$ cat config.mk
export PLATFORM = sky130hd
export DESIGN_NAME = mle_band_store
export DESIGN_NICKNAME = d
export VERILOG_FILES = /design/src/rtl/core/mle_pkg.sv /design/src/rtl/core/mle_band_store.sv
export SDC_FILE = /design/constraint.sdc
export NUM_CORES = 1
export LEC_CHECK = 0
export BUFFER_PORTS_ARGS = -buffer_cell sky130_fd_sc_hd__buf_4
export CAP_MARGIN = 20
export CORE_MARGIN = 2
export CORE_UTILIZATION = 50
export DETAILED_ROUTE_END_ITERATION = 12
export GPL_ROUTABILITY_DRIVEN = 0
export GPL_TIMING_DRIVEN = 0
export PLACE_DENSITY_LB_ADDON = 0.12
export SLEW_MARGIN = 20
export SYNTH_ARGS = -nofsm -noshare
export SYNTH_HDL_FRONTEND = slang
export SYNTH_SLANG_ARGS = --single-unit
export TNS_END_PERCENT = 50
$ cat constraint.sdc
create_clock -name clock -period 4.13 [get_ports clock]
set_clock_uncertainty 0.05 [all_clocks]
set_input_delay 0.826 -clock clock [delete_from_list [all_inputs] [get_ports clock]]
set_output_delay 0.826 -clock clock [all_outputs]
set_load 0.01 [all_outputs]
$ cat src/rtl/core/mle_pkg.sv
`default_nettype none
package mle_pkg;

   localparam int NUM_BANDS_DEF    = 16;
   localparam int LONG_LINES_DEF   = 576;
   localparam int SHORT_LINES_DEF  = 192;
   localparam int GAIN_FRAC_DEF    = 16;

   localparam int DB_W             = 5;
   localparam int CENTER_W         = 15;
   localparam int GAIN_W           = 20;
   localparam int RATE_W           = 16;
   localparam int SAMPLE_W         = 32;
   localparam int LINE_W           = 10;
   localparam int STEP_W           = 8;
   localparam int FREQ_W           = 17;
   localparam int SPACE_W          = CENTER_W + 1;
   localparam int DIVN_W           = GAIN_W + 1 + STEP_W + 1;

   localparam logic [RATE_W-1:0] RATE_RESET = 16'd44100;
   localparam int DB_LIMIT         = 12;
   localparam int MIXED_LONG_LINES = 36;

   // rate/1152 = (rate>>7)/9, rate/384 = (rate>>7)/3, line/3 by reciprocal
   localparam int RATE_PRE_SH      = 7;
   localparam int RECIP9           = 57;
   localparam int RECIP3_STEP      = 171;
   localparam int RECIP_STEP_SH    = 9;
   localparam int RECIP3_LINE      = 683;
   localparam int RECIP_LINE_SH    = 11;

   localparam logic [GAIN_W-1:0] GAIN_TABLE [2*DB_LIMIT+1] = '{
      20'h0404D, 20'h04826, 20'h050F4, 20'h05AD5, 20'h065EA, 20'h07259,
      20'h0804D, 20'h08FF5, 20'h0A186, 20'h0B53B, 20'h0CB59, 20'h0E429,
      20'h10000, 20'h11F3C, 20'h14248, 20'h1699C, 20'h195BB, 20'h1C73D,
      20'h1FEC9, 20'h23D1C, 20'h2830A, 20'h2D181, 20'h3298B, 20'h38C52,
      20'h3FB27
   };

   typedef struct packed {
      logic signed [DB_W-1:0] db;
      logic [CENTER_W-1:0]    center;
   } band_ent_type;

   typedef struct packed {
      logic              we;
      logic              short_sel;
      logic [LINE_W-1:0] addr;
      logic [GAIN_W-1:0] data;
   } gain_wr_type;

   typedef struct packed {
      logic busy;
      logic done;
   } bld_stat_type;

   function automatic logic [GAIN_W-1:0] gain_of_db(input logic signed [DB_W-1:0] d);
      logic signed [DB_W:0] sat;
      logic [DB_W-1:0]      idx;
      if (d < -DB_LIMIT)
         sat = (DB_W+1)'(-DB_LIMIT);
      else if (d > DB_LIMIT)
         sat = (DB_W+1)'(DB_LIMIT);
      else
         sat = (DB_W+1)'(d);
      idx = DB_W'(sat + (DB_W+1)'(DB_LIMIT));
      return GAIN_TABLE[idx];
   endfunction

endpackage
`default_nettype wire

$ cat src/rtl/core/mle_band_store.sv
`default_nettype none
module mle_band_store #(
   parameter int NUM_BANDS = mle_pkg::NUM_BANDS_DEF,
   localparam int BAW = $clog2(NUM_BANDS)
) (
   input  wire logic                  clock,
   input  wire logic                  reset,
   input  wire logic                  wr_en,
   input  wire logic [BAW-1:0]        wr_addr,
   input  wire mle_pkg::band_ent_type wr_data,
   input  wire logic [BAW-1:0]        rd_addr,
   output mle_pkg::band_ent_type      rd_data
);
   import mle_pkg::*;

   band_ent_type mem [NUM_BANDS];
   logic [NUM_BANDS-1:0] valid_ff;
   band_ent_type q_ff;
   logic qv_ff;

   always_ff @(posedge clock) begin
      if (reset) begin
         valid_ff <= '0;
      end else if (wr_en) begin
         valid_ff[wr_addr] <= 1'b1;
      end
   end

   always_ff @(posedge clock) begin
      if (wr_en) begin
         mem[wr_addr] <= wr_data;
      end
      q_ff  <= mem[rd_addr];
      qv_ff <= valid_ff[rd_addr];
   end

   assign rd_data = qv_ff ? q_ff : '0;

endmodule
`default_nettype wire

* Yosys cells after proc, flatten, opt, wreduce, memory -nomap -nowiden
Memories as Yosys holds them, arrays and structs flattened. A register that Yosys moved wholly into a read port is not among the register bits. Cells that the tools add are included.
Word-level totals: bits in registers 17, bits in writable memories 320, input bits 31, logic and storage cells 15, memories kept 1
Operators by class: $lt $le $gt $ge 3, mux-type cells 7, bitwise operators 1, reduce and logical (&&, ||, !) cells 1
Memories:
- mem | words 16, bits a word 20, read ports 1, clocked after memory_dff 1, write ports 1, line mle_band_store.sv:16 | band_ent_type mem [NUM_BANDS];
Operators with widths (count):
- $mux 20 | 1
- $or 16x16->16 | 1
- $lt 4x5->1 const B | 2
- $bmux 1 s4 | 1
- $demux 1 s4 | 1
- $ge 4x1->1 const B | 1
- $mux 1 | 4
- $logic_and 1x1->1 | 1

* Depth between registers and ports, before layout
word-level depth 5, depth in mapped cells 5, gate-level depth less buffers 3

* Worst setup path after synthesis
OpenSTA, ideal clock, no wires.
path type in2reg, start in wr_addr[2], end mem mem[0][0] (netlist bit) (enable), setup time 422 ps, arrival 2666 ps, data required time 3658 ps, slack 992 ps, stages on the path 2, path buffers 0, cells stage by stage or3b_1 > nor3_1
RTL lines:
- from (decl) | line mle_band_store.sv:9 | input wire logic [BAW-1:0] wr_addr,
- to (decl) | line mle_band_store.sv:16
Straight into the memory's write port.

==> metrics.csv <==
stage,metric,value,unit
run_status,status,completed,
clocking,clock_latency,0.51,ns
sta,setup_violations,0,
layout,antennaDiodeCount,0,
logic_synthesis,synthCells,622,
critical_path,crit_chain,"clkbuf_1, and2_1, buf_4",
place,io_buffers,47,
layout,final_layout_size_suffix_gt1_frac,0.259,
logic_synthesis,ys_types,24,
clocking,cts.sinks,357,
detailed_routing,wire_per_inst,25.8,um
clocking,cts_tree,yes,
die,die_x,168,um
critical_path,start_kind,flip-flop,
detailed_routing,viasPerCell,5.91,
logic_synthesis,yosysWarnings,0,
critical_path,crit_family,buffers and inverters,
logic_synthesis,synth_seq_area_share,0.769,
sta,fmax,376,MHz
power_and_ir_drop,combPwrFrac,0.051,
layout,fillers,1930,
critical_path,regToRegStartpoint,mem[12][12],
detailed_routing,antenna_left,0,
critical_path,worstPathMaxFanout,10,
power_and_ir_drop,power_frac_seq,0.539,
power_and_ir_drop,intPower,0.00600,W
detailed_routing,dr_total_vias,6497,
die,row_count,60,
die,start_util,0.504,
power_and_ir_drop,fin_total_pwr,0.00750,W
critical_path,required,3.25,ns
logic_synthesis,syn_nets,653,
critical_path,path_buf_inv,2,
clocking,cts_setup_buffers,0,
critical_path,cp-startpoint,qv_ff,
detailed_routing,dr.pass1.iters,5,
layout,nets,762,
place,dp_hpwl,18.6,mm
global_routing,grt.overflow.total,0,
run,cap_violations,0,
clocking,postCtsHoldBufs,0,
global_routing,grt_usage,0.209,
layout,final_core_util,0.594,
power_and_ir_drop,vdd_ir_drop_max,0.000259,V
critical_path,end_kind,output pin,
critical_path,slowest_stage,clkbuf_1,
clocking,cts.clk_slew.worst_paths,0.06,ns
clocking,cts_max_path_buffers,3,
clocking,ctsResizeCount,0,
die,die_h,168,um
worst_hold_path,hold_start,valid_ff[5],
sta,maxSlewViolCount,0,
layout,mostFrequentLayoutCells,"edfxtp_1, buf_4, mux4_2",
critical_path,arrival,1.78,ns
sta,final.period_utilization,0.644,
detailed_routing,drt_iter0_markers,626,
clocking,numCtsBuffers,36,
power_and_ir_drop,p_leak,5.33,nW
logic_synthesis,synth_seq_cells,357,
detailed_routing,drc_errors,0,
global_routing,grt_max_degree,21,
power_and_ir_drop,p_switching,0.00150,W
critical_path,path_class,flip-flop to output pin,
sta,hold_viol_final,0,
power_and_ir_drop,switching_share,0.200,
power_and_ir_drop,power_density,472,nW/um2
logic_synthesis,synth_area,13500,um2
sta,rsz0062_at_grt,no,
die,coreArea,26700,um2
place,dp_slack,1.23,ns
detailed_routing,wl,28.4,mm
clocking,cts-htree-levels,2,
die,dieArea,28200,um2
global_routing,grt_pass1_wl,42.6,mm
global_routing,antenna_found_initial,0,
power_and_ir_drop,clkPwrFrac,0.410,
layout,syn2layout_area_growth,18.0,%
sta,setup_slack,1.47,ns
clocking,clockRootBuffer,clkbuf_16,
critical_path,critPathMaxStageDelay,0.51,ns
layout,layout_commonest_cell,edfxtp_1,
sta,layout_min_cycle_time,2.66,ns
sta,relSlewSlack,0.423,
sta,worst_pin_slew,0.866,ns
logic_synthesis,syn_area_per_cell,21.6,um2
global_routing,grt_pass1_vias,6858,
die,ios,51,
worst_hold_path,min_path_type,flip-flop to flip-flop,
state kept, by name, summed over array words and instances (netlist names):
signal / cells
mem: 320
qv_ff: 1
q_ff: 20
valid_ff: 16
final cells by class:
class | count | area, um2 | share of cell area
buffer | 32 | 233 | 0.0147
clock buffer | 50 | 995 | 0.0626
clock inverter | 15 | 129 | 0.00812
multi-input combinational | 233 | 2990 | 0.188
sequential | 357 | 10300 | 0.652
tap | 341 | 427 | 0.0269
timing repair buffer | 71 | 762 | 0.0480
synth_stat cells:
cell	n	area (um2)
nand3_1	1	5.00
nand2_1	22	82.6
mux4_2	47	1060
nand3b_1	2	15.0
nor2_1	30	113
and2_1	21	131
mux4_1	37	972
buf_1	5	18.8
clkbuf_1	14	52.6
and3_1	1	6.26
or3b_1	1	8.76
buf_6	1	11.3
a21oi_1	12	60.1
buf_12	6	120
a31oi_1	4	25.0
edfxtp_1	320	9610
a22oi_1	42	315
and3b_1	2	17.5
nor2b_1	4	25.0
nand2b_1	2	12.5
buf_2	6	30.0
nor3b_1	1	7.51
nor3_1	4	20.0
dfxtp_1	37	741
power groups by stage:
stage,sequential (W),combinational [W],clock (W)
2_1_floorplan,0.00411,0.000211,0
4_1_cts,0.00404,0.000385,0.00315
3_3_place_gp,0.00412,0.000349,0
5_1_grt,0.00405,0.000410,0.00330
6_report,0.00404,0.000379,0.00308
3_5_place_dp,0.00412,0.000384,0
final timing paths:
path | to | slack [ns] | cells after the start
hold / removal | valid_ff[5] | 0.42 | 2
setup / recovery | rd_data[12] | 1.47 | 3
setup reg to reg | q_ff[12] | 2.70 | 3
hold reg to reg | valid_ff[5] | 0.42 | 2
layer usage:
layer | wire length [um] | vias up | GRT usage
met5 | 0 | - | 0
met4 | 714 | 0 | 0.0682
met3 | 1680 | 54 | 0.0336
met2 | 14000 | 223 | 0.347
met1 | 12000 | 3390 | 0.288
li1 | - | 2830 | -
worst min-delay path, cell delays in order (launching register included):
cell and delay [ns]:
dfxtp_1 0.32, a21oi_1 0.04, nor2_1 0.07
cells by family (layout without fill, tap and decap cells):
| logic type | count (synthesis) | after routing | synth area share |
|---|---|---|---|
| AND/OR/NAND/NOR | 91 | 91 | 0.0330 |
| flip-flops | 357 | 357 | 0.769 |
| buffers and inverters | 32 | 168 | 0.0173 |
| AO/OA/AOI/OAI | 58 | 58 | 0.0298 |
| multiplexers | 84 | 84 | 0.151 |
metrics by stage:
stage	std cells	cell area [um2]	hold WS, ns	setup TNS, ns
2_1_floorplan	622	13500	0.378	0
3_3_place_gp	1010	14200	0.395	-57.17
3_5_place_dp	1034	14800	0.409	0
4_1_cts	1099	15900	0.420	0
5_1_grt	1099	15900	0.434	0
6_report	1099	15900	0.421	0
Power figures use the tool's default switching activity.
