[src/rtl/core/mle_pkg.sv]
`default_nettype none
package mle_pkg;

   localparam int NUM_BANDS_DEF    = 16;
   localparam int LONG_LINES_DEF   = 576;
   localparam int SHORT_LINES_DEF  = 192;
   localparam int GAIN_FRAC_DEF    = 16;

   localparam int DB_W             = 5;
   localparam int CENTER_W         = 15;
   localparam int GAIN_W           = 20;
   localparam int RATE_W           = 16;
   localparam int SAMPLE_W         = 32;
   localparam int LINE_W           = 10;
   localparam int STEP_W           = 8;
   localparam int FREQ_W           = 17;
   localparam int SPACE_W          = CENTER_W + 1;
   localparam int DIVN_W           = GAIN_W + 1 + STEP_W + 1;

   localparam logic [RATE_W-1:0] RATE_RESET = 16'd44100;
   localparam int DB_LIMIT         = 12;
   localparam int MIXED_LONG_LINES = 36;

   // rate/1152 = (rate>>7)/9, rate/384 = (rate>>7)/3, line/3 by reciprocal
   localparam int RATE_PRE_SH      = 7;
   localparam int RECIP9           = 57;
   localparam int RECIP3_STEP      = 171;
   localparam int RECIP_STEP_SH    = 9;
   localparam int RECIP3_LINE      = 683;
   localparam int RECIP_LINE_SH    = 11;

   localparam logic [GAIN_W-1:0] GAIN_TABLE [2*DB_LIMIT+1] = '{
      20'h0404D, 20'h04826, 20'h050F4, 20'h05AD5, 20'h065EA, 20'h07259,
      20'h0804D, 20'h08FF5, 20'h0A186, 20'h0B53B, 20'h0CB59, 20'h0E429,
      20'h10000, 20'h11F3C, 20'h14248, 20'h1699C, 20'h195BB, 20'h1C73D,
      20'h1FEC9, 20'h23D1C, 20'h2830A, 20'h2D181, 20'h3298B, 20'h38C52,
      20'h3FB27
   };

   typedef struct packed {
      logic signed [DB_W-1:0] db;
      logic [CENTER_W-1:0]    center;
   } band_ent_type;

   typedef struct packed {
      logic              we;
      logic              short_sel;
      logic [LINE_W-1:0] addr;
      logic [GAIN_W-1:0] data;
   } gain_wr_type;

   typedef struct packed {
      logic busy;
      logic done;
   } bld_stat_type;

   function automatic logic [GAIN_W-1:0] gain_of_db(input logic signed [DB_W-1:0] d);
      logic signed [DB_W:0] sat;
      logic [DB_W-1:0]      idx;
      if (d < -DB_LIMIT)
         sat = (DB_W+1)'(-DB_LIMIT);
      else if (d > DB_LIMIT)
         sat = (DB_W+1)'(DB_LIMIT);
      else
         sat = (DB_W+1)'(d);
      idx = DB_W'(sat + (DB_W+1)'(DB_LIMIT));
      return GAIN_TABLE[idx];
   endfunction

endpackage
`default_nettype wire

[src/rtl/core/mle_slope_div.sv]
`default_nettype none
module mle_slope_div #(
   parameter int NUM_W = mle_pkg::DIVN_W,
   parameter int DEN_W = mle_pkg::SPACE_W
) (
   input  wire logic                    clock,
   input  wire logic                    reset,
   input  wire logic                    start,
   input  wire logic signed [NUM_W-1:0] num,
   input  wire logic signed [DEN_W-1:0] den,
   output logic                         done,
   output logic signed [NUM_W-1:0]      quo
);
   import mle_pkg::*;

   localparam int CW = $clog2(NUM_W + 1);

   logic             busy_ff;
   logic [CW-1:0]    cnt_ff;
   logic [DEN_W-1:0] rem_ff;
   logic [NUM_W-1:0] quo_ff;
   logic [DEN_W-1:0] dmag_ff;
   logic             neg_ff;
   logic             done_ff;
   logic [DEN_W:0]   trial;
   logic             ge;
   logic [DEN_W:0]   diff;

   assign trial = {rem_ff, quo_ff[NUM_W-1]};
   assign ge    = trial >= {1'b0, dmag_ff};
   assign diff  = trial - {1'b0, dmag_ff};

   always_ff @(posedge clock) begin
      if (reset) begin
         busy_ff <= 1'b0;
         done_ff <= 1'b0;
         cnt_ff  <= '0;
      end else begin
         done_ff <= 1'b0;
         if (start) begin
            busy_ff <= 1'b1;
            cnt_ff  <= CW'(NUM_W);
            rem_ff  <= '0;
            quo_ff  <= num[NUM_W-1] ? NUM_W'(-num) : NUM_W'(num);
            dmag_ff <= den[DEN_W-1] ? DEN_W'(-den) : DEN_W'(den);
            neg_ff  <= num[NUM_W-1] ^ den[DEN_W-1];
         end else if (busy_ff) begin
            rem_ff <= ge ? diff[DEN_W-1:0] : trial[DEN_W-1:0];
            quo_ff <= {quo_ff[NUM_W-2:0], ge};
            cnt_ff <= cnt_ff - CW'(1);
            if (cnt_ff == CW'(1)) begin
               busy_ff <= 1'b0;
               done_ff <= 1'b1;
            end
         end
      end
   end

   assign done = done_ff;
   assign quo  = neg_ff ? $signed(-quo_ff) : $signed(quo_ff);

endmodule
`default_nettype wire

[src/rtl/core/mle_gain_builder.sv]
`default_nettype none
module mle_gain_builder #(
   parameter int NUM_BANDS   = mle_pkg::NUM_BANDS_DEF,
   parameter int LONG_LINES  = mle_pkg::LONG_LINES_DEF,
   parameter int SHORT_LINES = mle_pkg::SHORT_LINES_DEF,
   localparam int BAW = $clog2(NUM_BANDS)
) (
   input  wire logic                        clock,
   input  wire logic                        reset,
   input  wire logic                        start,
   input  wire logic [mle_pkg::STEP_W-1:0]  step_long,
   input  wire logic [mle_pkg::STEP_W-1:0]  step_short,
   output logic [BAW-1:0]                   band_raddr,
   input  wire mle_pkg::band_ent_type       band_rdata,
   output mle_pkg::gain_wr_type             gain_wr,
   output mle_pkg::bld_stat_type            stat
);
   import mle_pkg::*;

   typedef enum logic [2:0] {
      B_IDLE, B_RD0, B_RD1, B_LD1, B_SLOPE, B_DIV, B_RUN, B_LDN
   } bstate_type;

   bstate_type        state_ff;
   logic              pass_ff;
   logic [LINE_W-1:0] line_ff;
   logic [BAW-1:0]    band_ff;
   logic [FREQ_W-1:0] freq_ff;
   logic [GAIN_W-1:0] gain_ff;
   logic [GAIN_W-1:0] slope_ff;
   band_ent_type      cur_ff;
   band_ent_type      nxt_ff;
   logic              done_ff;

   logic [STEP_W-1:0]        step;
   logic [FREQ_W-1:0]        freq_in;
   logic                     has_next;
   logic                     adv;
   logic                     last;
   logic [BAW:0]             band_p2;
   logic signed [SPACE_W-1:0] spacing;
   logic signed [GAIN_W:0]   gdiff;
   logic signed [DIVN_W-1:0] dividend;
   logic                     div_start;
   logic                     div_done;
   logic signed [DIVN_W-1:0] div_quo;

   assign step     = pass_ff ? step_short : step_long;
   assign freq_in  = freq_ff + FREQ_W'(step);
   assign has_next = (int'(band_ff) + 1) < NUM_BANDS;
   assign adv      = has_next && (freq_in >= FREQ_W'(nxt_ff.center));
   assign last     = pass_ff ? (line_ff == LINE_W'(SHORT_LINES - 1))
                             : (line_ff == LINE_W'(LONG_LINES - 1));
   assign band_p2  = (BAW+1)'(band_ff) + (BAW+1)'(2);
   assign spacing  = $signed({1'b0, nxt_ff.center}) - $signed({1'b0, cur_ff.center});
   assign gdiff    = $signed({1'b0, gain_of_db(nxt_ff.db)})
                   - $signed({1'b0, gain_of_db(cur_ff.db)});
   assign dividend = DIVN_W'(gdiff * $signed({1'b0, step}));
   assign div_start = (state_ff == B_SLOPE) && has_next && (spacing != '0);

   always_comb begin
      unique case (state_ff)
         B_RD1:   band_raddr = BAW'(1);
         B_RUN:   band_raddr = band_p2[BAW-1:0];
         default: band_raddr = '0;
      endcase
   end

   mle_slope_div #(
      .NUM_W(DIVN_W),
      .DEN_W(SPACE_W)
   ) u_div (
      .clock(clock),
      .reset(reset),
      .start(div_start),
      .num(dividend),
      .den(spacing),
      .done(div_done),
      .quo(div_quo)
   );

   always_ff @(posedge clock) begin
      if (reset) begin
         state_ff <= B_IDLE;
         pass_ff  <= 1'b0;
         done_ff  <= 1'b0;
      end else begin
         done_ff <= 1'b0;
         unique case (state_ff)
            B_IDLE: begin
               if (start) begin
                  pass_ff  <= 1'b0;
                  state_ff <= B_RD0;
               end
            end
            B_RD0: state_ff <= B_RD1;
            B_RD1: begin
               cur_ff   <= band_rdata;
               freq_ff  <= FREQ_W'(band_rdata.center);
               gain_ff  <= gain_of_db(band_rdata.db);
               band_ff  <= '0;
               line_ff  <= '0;
               state_ff <= B_LD1;
            end
            B_LD1: begin
               nxt_ff   <= band_rdata;
               state_ff <= B_SLOPE;
            end
            B_SLOPE: begin
               if (div_start) begin
                  state_ff <= B_DIV;
               end else begin
                  slope_ff <= '0;
                  state_ff <= B_RUN;
               end
            end
            B_DIV: begin
               if (div_done) begin
                  slope_ff <= div_quo[GAIN_W-1:0];
                  state_ff <= B_RUN;
               end
            end
            B_RUN: begin
               if (last) begin
                  if (!pass_ff) begin
                     pass_ff  <= 1'b1;
                     state_ff <= B_RD0;
                  end else begin
                     done_ff  <= 1'b1;
                     state_ff <= B_IDLE;
                  end
               end else begin
                  line_ff <= line_ff + LINE_W'(1);
                  freq_ff <= freq_in;
                  if (adv) begin
                     band_ff  <= band_ff + BAW'(1);
                     cur_ff   <= nxt_ff;
                     gain_ff  <= gain_of_db(nxt_ff.db);
                     state_ff <= B_LDN;
                  end else begin
                     gain_ff <= gain_ff + slope_ff;
                  end
               end
            end
            B_LDN: begin
               nxt_ff   <= band_rdata;
               state_ff <= B_SLOPE;
            end
            default: state_ff <= B_IDLE;
         endcase
      end
   end

   assign gain_wr.we        = (state_ff == B_RUN);
   assign gain_wr.short_sel = pass_ff;
   assign gain_wr.addr      = line_ff;
   assign gain_wr.data      = gain_ff;
   assign stat.busy         = (state_ff != B_IDLE);
   assign stat.done         = done_ff;

endmodule
`default_nettype wire

[config.mk]
export PLATFORM = sky130hd
export DESIGN_NAME = mle_gain_builder
export DESIGN_NICKNAME = d
export VERILOG_FILES = /design/src/rtl/core/mle_pkg.sv /design/src/rtl/core/mle_slope_div.sv /design/src/rtl/core/mle_gain_builder.sv
export SDC_FILE = /design/constraint.sdc
export NUM_CORES = 1
export LEC_CHECK = 0
export BUFFER_PORTS_ARGS = -buffer_cell sky130_fd_sc_hd__buf_2
export CAP_MARGIN = 25
export CORE_UTILIZATION = 41
export DETAILED_ROUTE_END_ITERATION = 6
export PLACE_DENSITY = 0.71
export SYNTH_ARGS = -nofsm -noshare
export SYNTH_HDL_FRONTEND = slang
export SYNTH_SLANG_ARGS = --single-unit
[constraint.sdc]
create_clock -name clock -period 10.6 [get_ports clock]
set_clock_uncertainty 0.1 [all_clocks]
set_input_delay 0.53 -clock clock [delete_from_list [all_inputs] [get_ports clock]]
set_output_delay 0.53 -clock clock [all_outputs]
set_load 0.05 [all_outputs]
# Word-level counts from Yosys, hierarchy flattened
# Memories as Yosys holds them, arrays and structs flattened.
# Index checks and enable logic that the tools add are counted.
dict set report totals {
  n_memories 4
  output_inout_bits 38
  register_bits 186
  mem_bits_ro 2560
  input_bits 39
}
# name words word_bits read_ports rd_clocked_by_memory_dff wr line_no
set mem_list {}
lappend mem_list {{(no name shown)} 32 20 1 0 0 mle_pkg.sv:67} ;# return GAIN_TABLE[idx];
lappend mem_list {{(no name shown)} 32 20 1 0 0 mle_pkg.sv:67}
lappend mem_list {{(no name shown)} 32 20 1 0 0 mle_pkg.sv:67}
lappend mem_list {{(no name shown)} 32 20 1 0 0 mle_pkg.sv:67}
dict set report classes {
  mul 1
  eq_ne 17
  muxes 63
  reduce_logical 22
  magnitude_cmp 13
  add_sub_neg 17
  bitwise_logic 9
}
# cell count
set ops {}
lappend ops {{$mux 20} 15}
lappend ops {{$pmux 20 s2} 3}
lappend ops {{$mux 30} 3}
lappend ops {{$mux 5} 14}
lappend ops {{$pmux 17 s2} 1}
lappend ops {{$mux 16} 2}
lappend ops {{$mul 21x9->30} 1}
lappend ops {{$neg 30->30} 1}
lappend ops {{$ge 6x6->1 const B} 4}
lappend ops {{$not 5->6} 4}
lappend ops {{$pmux 3 s7} 1}
lappend ops {{$sub 20x20->21} 1}
lappend ops {{$add 20x20->20} 1}
lappend ops {{$add 5x5->5 const B} 4}
lappend ops {{$lt 5x5->1 const B} 4}
lappend ops {{$neg 20->20} 1}
lappend ops {{$pmux 10 s2} 1}
lappend ops {{$add 17x8->17} 1}
lappend ops {{$ge 17x15->1} 1}
lappend ops {{$ge 17x16->1} 1}
lappend ops {{$mux 17} 1}
lappend ops {{$neg 16->16} 1}
lappend ops {{$pmux 4 s2} 2}
lappend ops {{$reduce_bool 16->1} 1}
lappend ops {{other kinds (36)} 73}

# Logic depth before layout (Yosys ltp)
# Gate-level depths: netlist of run 1.
dict set report logic_depth {
  depth_word 16
  mapped_depth 48
}

# By module
# Synthesis of run 1 repeated with hierarchy kept, for this count alone.
dict set report hier_totals {
  hier_cells 2483
  hier_area_um2 21370.5
}
# module cells_per_inst seq_area_each_um2 area_each_um2 instances
set modules_own_cells {}
lappend modules_own_cells {mle_gain_builder 1938 3433.3 16288.1 1}
lappend modules_own_cells {mle_slope_div 545 2031.9 5082.4 1}

# Worst setup path before layout of run 1
# No wires, ideal clock.
dict set report synth_timing {
  kind {register -> register}
  startpoint {register cur_ff[17] in the netlist's numbering}
  endpoint {register u_div.quo_ff[15] (data pin)}
  setup_time_ns 0.260
  stages_incl_launch_ff 48
  t_arrival_ns 10.637
  synth_period_minus_slack_ns 10.997
  required_time_ns 10.240
  setup_slack_ns -0.397
  cell_sequence {edfxtp_1 > o21ai_0 > ha_1 > or2_2 > clkbuf_1 > inv_1 > clkbuf_1 > ha_1 > xnor2_1 > clkbuf_1 > a21oi_1 > o221ai_1 > o21ai_0 > o31ai_1 > ha_1 > inv_1 > fa_1 > a21o_1 > [12 not listed] > fa_1 > fa_1 > inv_1 > fa_1 > inv_1 > ha_1 > clkbuf_1 > nand2_1 > nor4_1 > nand3_1 > a211o_1 > a211oi_1 > nor3_1 > nor3_1 > clkbuf_1 > nor2_1 > xnor2_1 > mux2_2}
}
dict set report synth_between {
  elab_chain_len 13
}
# item line_no
set synth_lines {}
lappend synth_lines {{start, declared} mle_gain_builder.sv:31} ;# band_ent_type cur_ff;
lappend synth_lines {{start signal, assigned} mle_gain_builder.sv:98} ;# cur_ff <= band_rdata;
lappend synth_lines {{start signal, assigned} mle_gain_builder.sv:137} ;# cur_ff <= nxt_ff;
lappend synth_lines {{$gt 5x5->1} mle_pkg.sv:62} ;# else if (d > DB_LIMIT)
lappend synth_lines {{$mux 5} mle_pkg.sv:62}
lappend synth_lines {{$mux 5 (*)} mle_pkg.sv:60} ;# if (d < -DB_LIMIT)
lappend synth_lines {{$add 5x5->5 (*)} mle_pkg.sv:66} ;# idx = DB_W'(sat + (DB_W+1)'(DB_LIMIT));
lappend synth_lines {{$not 5->6 (not written as such) (*)} mle_pkg.sv:67}
lappend synth_lines {{$mem_v2 32x20 (*)} --}
lappend synth_lines {{$mux 20 (not written as such) (*) (2 in series)} mle_pkg.sv:67}
lappend synth_lines {{$sub 20x20->21 (*)} mle_gain_builder.sv:57} ;# - $signed({1'b0, gain_of_db(cur_ff.db)});
lappend synth_lines {{$mul 21x9->30 (*)} mle_gain_builder.sv:58} ;# assign dividend = DIVN_W'(gdiff * $signed({1'b0, step}));
lappend synth_lines {{$neg 30->30} mle_slope_div.sv:44} ;# quo_ff <= num[NUM_W-1] ? NUM_W'(-num) : NUM_W'(num);
lappend synth_lines {{$mux 30 (*)} mle_slope_div.sv:44}
lappend synth_lines {{$mux 30 (*)} mle_slope_div.sv:40} ;# if (start) begin
lappend synth_lines {{end signal, assigned} mle_slope_div.sv:44}
lappend synth_lines {{end signal, assigned} mle_slope_div.sv:49} ;# quo_ff <= {quo_ff[NUM_W-2:0], ge};
lappend synth_lines {{end, declared} mle_slope_div.sv:21} ;# logic [NUM_W-1:0] quo_ff;
# Every way passes the cells marked *; elsewhere a longest branch is shown, timed or not. The select of a mux whose other input is x is not followed.
# A chain may end at the register's enable or synchronous reset.

# Final worst setup path of run 1
dict set report layout_timing {
  startpoint {register nxt_ff[18] in the netlist's numbering}
  endpoint {register u_div.quo_ff[28] (data pin)}
}
dict set report layout_between {
  elab_chain_len 13
}
# item line_no
set layout_lines {}
lappend layout_lines {{start, declared} mle_gain_builder.sv:32} ;# band_ent_type nxt_ff;
lappend layout_lines {{start signal, assigned} mle_gain_builder.sv:106} ;# nxt_ff <= band_rdata;
lappend layout_lines {{start signal, assigned} mle_gain_builder.sv:146} ;# nxt_ff <= band_rdata;
lappend layout_lines {{$gt 5x5->1} mle_pkg.sv:62}
lappend layout_lines {{$mux 5} mle_pkg.sv:62}
lappend layout_lines {{$mux 5 (*)} mle_pkg.sv:60}
lappend layout_lines {{$add 5x5->5 (*)} mle_pkg.sv:66}
lappend layout_lines {{$not 5->6 (not written as such) (*)} mle_pkg.sv:67}
lappend layout_lines {{$mem_v2 32x20 (*)} --}
lappend layout_lines {{$mux 20 (not written as such) (*) (2 in series)} mle_pkg.sv:67}
lappend layout_lines {{$sub 20x20->21 (*)} mle_gain_builder.sv:57}
lappend layout_lines {{$mul 21x9->30 (*)} mle_gain_builder.sv:58}
lappend layout_lines {{$neg 30->30} mle_slope_div.sv:44}
lappend layout_lines {{$mux 30 (*)} mle_slope_div.sv:44}
lappend layout_lines {{$mux 30 (*)} mle_slope_div.sv:40}
# Marked as above.

==> flow_summary.toml, run 1 <==
[critical_path]
setup.worst_path.start_class = "flop"
worstRegToRegCells = 40
critical_path.endpoint = "u_div.quo_ff[28]$_DFFE_PP_"
crit-reg2reg-launch = "nxt_ff[18]$_DFFE_PP_"
worst_path_largest_cell_delay_ns = 0.52
worstSetupPathType = "reg2reg"
worst-endpoint-required_ns = 10.69
most_used_cell_along_the_critical_path = "sky130_fd_sc_hd__fa_1"
endpoint_type_of_the_worst_setup_path = "flop"
regToRegSetupSlack_ns = 0.43
r2r_end = "u_div.quo_ff[28]$_DFFE_PP_"
critical_path_origin = "nxt_ff[18]$_DFFE_PP_"
critical_path_fanouts_max = 15
critPathArrivalTime_ns = 10.26
cell_at_the_slowest_stage_of_the_critical_path = "sky130_fd_sc_hd__fa_1"

[yosys]
combined_area_of_all_synthesized_cells_mm2 = 0.0215
main_combinational_cell_family_by_area_after_synthesis = "adder cells"
ys_seq_area_share_pct = 25.4
synth-edff-count = 174
async_flop_share_pct = 0
syn_nets = 2911
netlist_instances = 2547
synth_seq_cells = 186
synthXorXnorAreaFrac_pct = 7.13
mean_area_per_synthesized_cell_um2 = 8.44
ys_dominant_reg_cell = "sky130_fd_sc_hd__edfxtp_1"
synth_area_in_compound_gates_pct = 16.1
synth_fa_ha_area_share_pct = 23.7
synth_simple_gate_area_share_pct = 18.0
muxShareOfSynthArea_pct = 1.92
synthesis.yosys.warnings = 0
synthDistinctLibCells = 85

[routing]
first_iter_violations = 1254
route.detailed.drc = 0
dr.pass1.iters = 6
finalWirelength_um = 58000
route.detailed.vias_per_inst = 5.60
antenna_left = 0
avgRoutedWirePerCell_um = 17.6
route.vias.total = 18400

[global_route]
grt_use_total_pct = 21.8
congestion_overflow_gr = 0
largest_net_degree_at_the_start_of_global_routing = 73
first_pass_grt_wire_length_um = 93700
grt_pass1_vias = 18200
antenna_found_initial = 1

[finish]
final_core_utilization_pct = 46.0
finalNetCount = 2962
n_fill_cell = 4905
layout_common_cells = "311 x sky130_fd_sc_hd__inv_1, 309 x sky130_fd_sc_hd__nand2_1, 234 x sky130_fd_sc_hd__nor2_1"
final_layout_size_suffix_gt1_share_pct = 9.42
n_antenna_cell = 0
areaGrowthSynthToFinish_pct = 10.4
seq_area_mm2 = 0.00547
area_occupied_by_multi_input_gates_mm2 = 0.0147
final_design_area_no_fill_mm2 = 0.0237
layout_commonest_cell = "sky130_fd_sc_hd__inv_1"

[timing]
timing_max_transition_violations_final = 0
min_period_ns = 10.17
hold_viol_final = 0
relSlewSlack_pct = 36.1
clock.fmax_mhz = 98.4
period_share_pct = 95.9
worst_slew_pin_slew_ns = 0.958
timing.final.ws_setup_ns = 0.434
finish_stage_setup_viols = 0

[die]
design.die.area_mm2 = 0.0534
die_x_um = 231
floorplan.die.height_um = 231
initial_utilization_pct = 41.7
boundary_pins = 77
placeableCoreArea_mm2 = 0.0516
row_count = 83

[placed_design]
place_area_mm2 = 0.0227
preCtsSetupSlack_ns = -0.249
hpwl_after_dpl_um = 45300
portBuffers = 76
gpl.final_weighted_congestion = 0.957

[job]
max-cap-violations = 0

[clock_tree]
post_cts_hold_buffer_count = 0
cts-root-buf = "sky130_fd_sc_hd__clkbuf_16"
cts_buffers = 17
clk_latency_ns = 0.47
numClockSinks = 186
tritoncts = "built"
cts-root-to-sink-buffers = 2
clk_pin_slew_worst_setup_hold_paths_ns = 0.07
cts-htree-levels = 4

[min_path]
min-delay-path-class = "in2reg"

[pwr]
p_leak_nw = 10.5
powerDensity_mw_per_mm2 = 330
peakVddDrop_mv = 0.430

[status]
run_status = "finished clean"
-- state kept, by name, indices dropped and copies added, names as in the netlist --
register	count
done_ff	1
line_ff	10
gain_ff	20
cur_ff	20
u_div.neg_ff	1
u_div.cnt_ff	5
freq_ff	17
pass_ff	1
band_ff	4
u_div.dmag_ff	16
state_ff	3
u_div.busy_ff	1
nxt_ff	20
u_div.rem_ff	16
u_div.done	1
slope_ff	20
u_div.quo_ff	30
-- how the worst min path moves through the flow --
stage | start | end | slack [ns] | cells after the start
after floorplan | u_div.quo_ff[26]$_DFFE_PP_ | u_div.quo_ff[27]$_DFFE_PP_ | 0.39 | 2
after global placement | u_div.quo_ff[21]$_DFFE_PP_ | u_div.quo_ff[22]$_DFFE_PP_ | 0.41 | 2
after detailed placement | u_div.quo_ff[28]$_DFFE_PP_ | u_div.quo_ff[29]$_DFFE_PP_ | 0.42 | 1
after CTS | band_rdata[11] | nxt_ff[11]$_DFFE_PP_ | 0.14 | 1
after global routing | band_rdata[5] | nxt_ff[5]$_DFFE_PP_ | 0.14 | 1
final | band_rdata[10] | nxt_ff[10]$_DFFE_PP_ | 0.16 | 1
-- synth_stat cells, types with 35 or more instances --
cell                       instances  area, µm²
sky130_fd_sc_hd__a21o_1           35        263
sky130_fd_sc_hd__a21oi_1         146        731
sky130_fd_sc_hd__clkbuf_1         85        319
sky130_fd_sc_hd__edfxtp_1        174       5230
sky130_fd_sc_hd__fa_1            137       2740
sky130_fd_sc_hd__ha_1            188       2350
sky130_fd_sc_hd__inv_1           312       1170
sky130_fd_sc_hd__mux2i_1          39        390
sky130_fd_sc_hd__nand2_1         310       1160
sky130_fd_sc_hd__nand3_1          55        275
sky130_fd_sc_hd__nor2_1          239        897
sky130_fd_sc_hd__nor3_1           63        315
sky130_fd_sc_hd__o21ai_0         149        746
sky130_fd_sc_hd__xnor2_1         112        981
sky130_fd_sc_hd__xor2_1           63        552
-- critical path, delay by kind of cell, from the launching register on --
kind,cells,cell delay (ns)
fa+ha+maj,8,3.44
compound gates,14,2.75
simple gates,12,2.47
buf+inv,5,0.51
flops,1,0.44
xor+xnor,1,0.16
-- layer usage --
layer,global-route usage (%),vias to the layer above,part of all wire (%)
li1,-,8852,-
met1,28.2,8959,44
met2,37.5,542,48
met3,2.97,77,5.2
met4,7.02,2,2.2
met5,0,-,0.024
-- kinds of logic (layout without fill, tap and decap cells) --
kind of cell,Yosys count,count (layout)
buffers and inverters,425,489
AOI/OAI and AO/OA,542,542
DFF,186,186
muxes,41,41
xor gates and xnor gates,175,175
adders and majority gates,326,326
and+or+nand+nor,852,852
-- final cells by class --
cell class	count	area share, %
Sequential cell	186	23.0
Timing Repair Buffer	141	3.86
Inverter	316	5.00
Clock inverter	15	0.991
Tap cell	680	3.58
Clock buffer	17	1.79
Multi-Input combinational cell	1936	61.8
-- where the power goes --
part	switching [W]	internal (W)	total, W
clock	0.000308	0.000424	0.000732
combinational	0.00377	0.00251	0.00628
sequential	0.00000826	0.000820	0.000828
-- per-stage QoR --
| stage | cells | hold slack (ns) | TNS, ns | total power (W) |
|---|---|---|---|---|
| after floorplan | 2547 | 0.395 | 0 | 0.00547 |
| after global placement | 3247 | 0.411 | 0 | 0.00646 |
| after detailed placement | 3248 | 0.418 | -3.50 | 0.00658 |
| after CTS | 3280 | 0.137 | 0 | 0.00748 |
| after global routing | 3291 | 0.140 | -1.97 | 0.00860 |
| final | 3291 | 0.160 | 0 | 0.00784 |
-- what timing repair did --
item                                    4_1_cts  5_1_grt
pin swaps                                     2       12
gates cloned                                  0        1
setup buffers                                 0        8
endpoints found under the setup margin       29       30
gates resized for setup                       8       51
(Power assumes the default switching activity.)
==> run 2: changes to the inputs <==
--- a/config.mk
+++ b/config.mk
@@ -12,4 +12,5 @@
 export PLACE_DENSITY = 0.71
 export SYNTH_ARGS = -nofsm -noshare
 export SYNTH_HDL_FRONTEND = slang
+export SYNTH_HIERARCHICAL = 1
 export SYNTH_SLANG_ARGS = --single-unit
==> run 2 against run 1 <==
Final cell count fell by 1.4%. Critical path depth fell by 2. Non-clock buffer count rose by 30. Total power fell by 11%. Sequential share of layout area fell by 0.14 points. Clock power fell by 14%. Setup slack got worse by 0.098 ns. Highest routed layer is now met4.
==> flow_summary.toml, run 2 <==
[routing]
dr.pass1.iters = 6
wirelength_met1_um = 25700
met3RoutedLength_um = 3320
avgRoutedWirePerCell_um = 17.9
first_iter_violations = 1565
route.detailed.drc = 0
finalWirelength_um = 58200
antenna_left = 0
met2_wirelength_um = 27800
uppermost_layer_routed = "met4"
route.detailed.vias_per_inst = 5.59
route.vias.total = 18100

[yosys]
mean_area_per_synthesized_cell_um2 = 8.62
netlist_instances = 2453
combined_area_of_all_synthesized_cells_mm2 = 0.0211
synthesis.yosys.warnings = 6
syn_nets = 2818

[clock_tree]
cts-root-to-sink-buffers = 2
cts-root-buf = "sky130_fd_sc_hd__clkbuf_16"
numClockSinks = 186
clk_latency_ns = 0.46
clk_pin_slew_worst_setup_hold_paths_ns = 0.08
post_cts_hold_buffer_count = 0
cts_buffers = 17
tritoncts = "built"
cts-htree-levels = 4

[critical_path]
critical_path_fanouts_max = 9
most_used_cell_along_the_critical_path = "sky130_fd_sc_hd__inv_1"
worst-endpoint-required_ns = 10.67
worstSetupPathType = "reg2reg"
cell_at_the_slowest_stage_of_the_critical_path = "sky130_fd_sc_hd__fa_1"
setup.worst_path.start_class = "flop"
critPathArrivalTime_ns = 10.33
regToRegSetupSlack_ns = 0.34
worst_path_largest_cell_delay_ns = 0.53
endpoint_type_of_the_worst_setup_path = "flop"

[min_path]
min-delay-path-class = "in2reg"

[pwr]
combinationalPowerShare_pct = 79.0
peakVddDrop_mv = 0.380
net-switching-power_w = 0.00355
p_leak_nw = 10.5
p_clk_share_pct = 9.0
seq_power_share_pct = 11.9
internal_pwr_total_w = 0.00340
switching_share_pct = 51.1
powerDensity_mw_per_mm2 = 291

[timing]
period_share_pct = 96.8
timing_max_transition_violations_final = 0
relSlewSlack_pct = 35.2
finish_stage_setup_viols = 0
setup_repair_after_global_routing_missed_its_margin = "yes"
worst_slew_pin_slew_ns = 0.972
hold-worst-slack_ns = 0.167
timing.final.ws_setup_ns = 0.335
hold_viol_final = 0
clock.fmax_mhz = 97.4
min_period_ns = 10.26

[finish]
n_fill_cell = 4818
largest_reg_flops = 30
finalNetCount = 2920
layout_commonest_cell = "sky130_fd_sc_hd__inv_1"
layout_common_cells = "312 x sky130_fd_sc_hd__inv_1, 267 x sky130_fd_sc_hd__nand2_1, 218 x sky130_fd_sc_hd__nor2_1"
areaGrowthSynthToFinish_pct = 13.0
final_layout_size_suffix_gt1_share_pct = 12.5
largest_register_by_flop_count = "u_div/quo_ff"
final_design_area_no_fill_mm2 = 0.0239

[die]
initial_utilization_pct = 41.9
row_count = 82
boundary_pins = 77
design.die.area_mm2 = 0.0525
placeableCoreArea_mm2 = 0.0505
die_x_um = 229
floorplan.die.height_um = 229

[global_route]
first_pass_grt_wire_length_um = 93700
antenna_found_initial = 3
congestion_overflow_gr = 0
grt_use_total_pct = 22.2
grt_pass1_vias = 17900
largest_net_degree_at_the_start_of_global_routing = 76

[status]
run_status = "finished clean"

[placed_design]
hpwl_after_dpl_um = 45900
gpl.final_weighted_congestion = 0.905
place_area_mm2 = 0.0226
preCtsSetupSlack_ns = -0.0351
portBuffers = 76

[job]
max-cap-violations = 0
[run 2: metal layers]
metal  vias to the layer above  GRT usage (%)
met3                        82           3.00
met4                         0           7.67
met5                         -              0
li1                       8622              -
met2                       570           36.9
met1                      8844           29.4
[run 2: power by group through the flow]
| stage | clock network, W | registers [W] | logic, W |
|---|---|---|---|
| after floorplan | 0 | 0.000849 | 0.00408 |
| after global placement | 0 | 0.000845 | 0.00509 |
| after detailed placement | 0 | 0.000846 | 0.00519 |
| after CTS | 0.000641 | 0.000829 | 0.00524 |
| after global routing | 0.000663 | 0.000830 | 0.00614 |
| final | 0.000628 | 0.000829 | 0.00550 |
[run 2: worst max-delay path, delay by kind of cell, from the launching register on]
family          cells  cell delay (ns)
fa+ha+maj           8             3.34
simple gates        7             2.54
compound gates     14             2.50
buf+inv             7             0.74
flops               1             0.40
xor+xnor            2             0.37
[run 2: worst paths after layout]
kind,from,end,cells after the start
setup / recovery,nxt_ff[18]$_DFFE_PP_,u_div/quo_ff[28]$_DFFE_PP_,38
hold / removal,band_rdata[2],nxt_ff[2]$_DFFE_PP_,1
setup reg to reg,nxt_ff[18]$_DFFE_PP_,u_div/quo_ff[28]$_DFFE_PP_,38
hold reg to reg,u_div/cnt_ff[1]$_SDFFE_PP0N_,u_div/cnt_ff[1]$_SDFFE_PP0N_,2
[run 2: cell type report]
type / count / area (µm²) / share of cell area [%]
Antenna cell: 4 / 10.0 / 0.0419
Clock buffer: 20 / 457 / 1.91
Clock inverter: 12 / 110 / 0.461
Inverter: 318 / 1200 / 5.01
Multi-Input combinational cell: 1861 / 14700 / 61.4
Sequential cell: 186 / 5470 / 22.9
Tap cell: 672 / 841 / 3.52
Timing Repair Buffer: 171 / 1140 / 4.79
[run 2: per-stage QoR]
step           total power, W  setup TNS [ns]  util, %  cells
2_1_floorplan         0.00493               0        -   2453
3_3_place_gp          0.00594               0     44.8   3187
3_5_place_dp          0.00604         -0.0351     44.9   3189
4_1_cts               0.00671               0     46.0   3221
5_1_grt               0.00764         -0.0661     47.3   3240
6_report              0.00695               0     47.3   3244
[run 2: what timing repair did]
item                       in CTS  in global routing
hold endpoints to repair        0                  0
setup endpoints to repair       1                 30
pin swaps                       0                 32
setup buffers                   0                 18
resized for setup               2                108
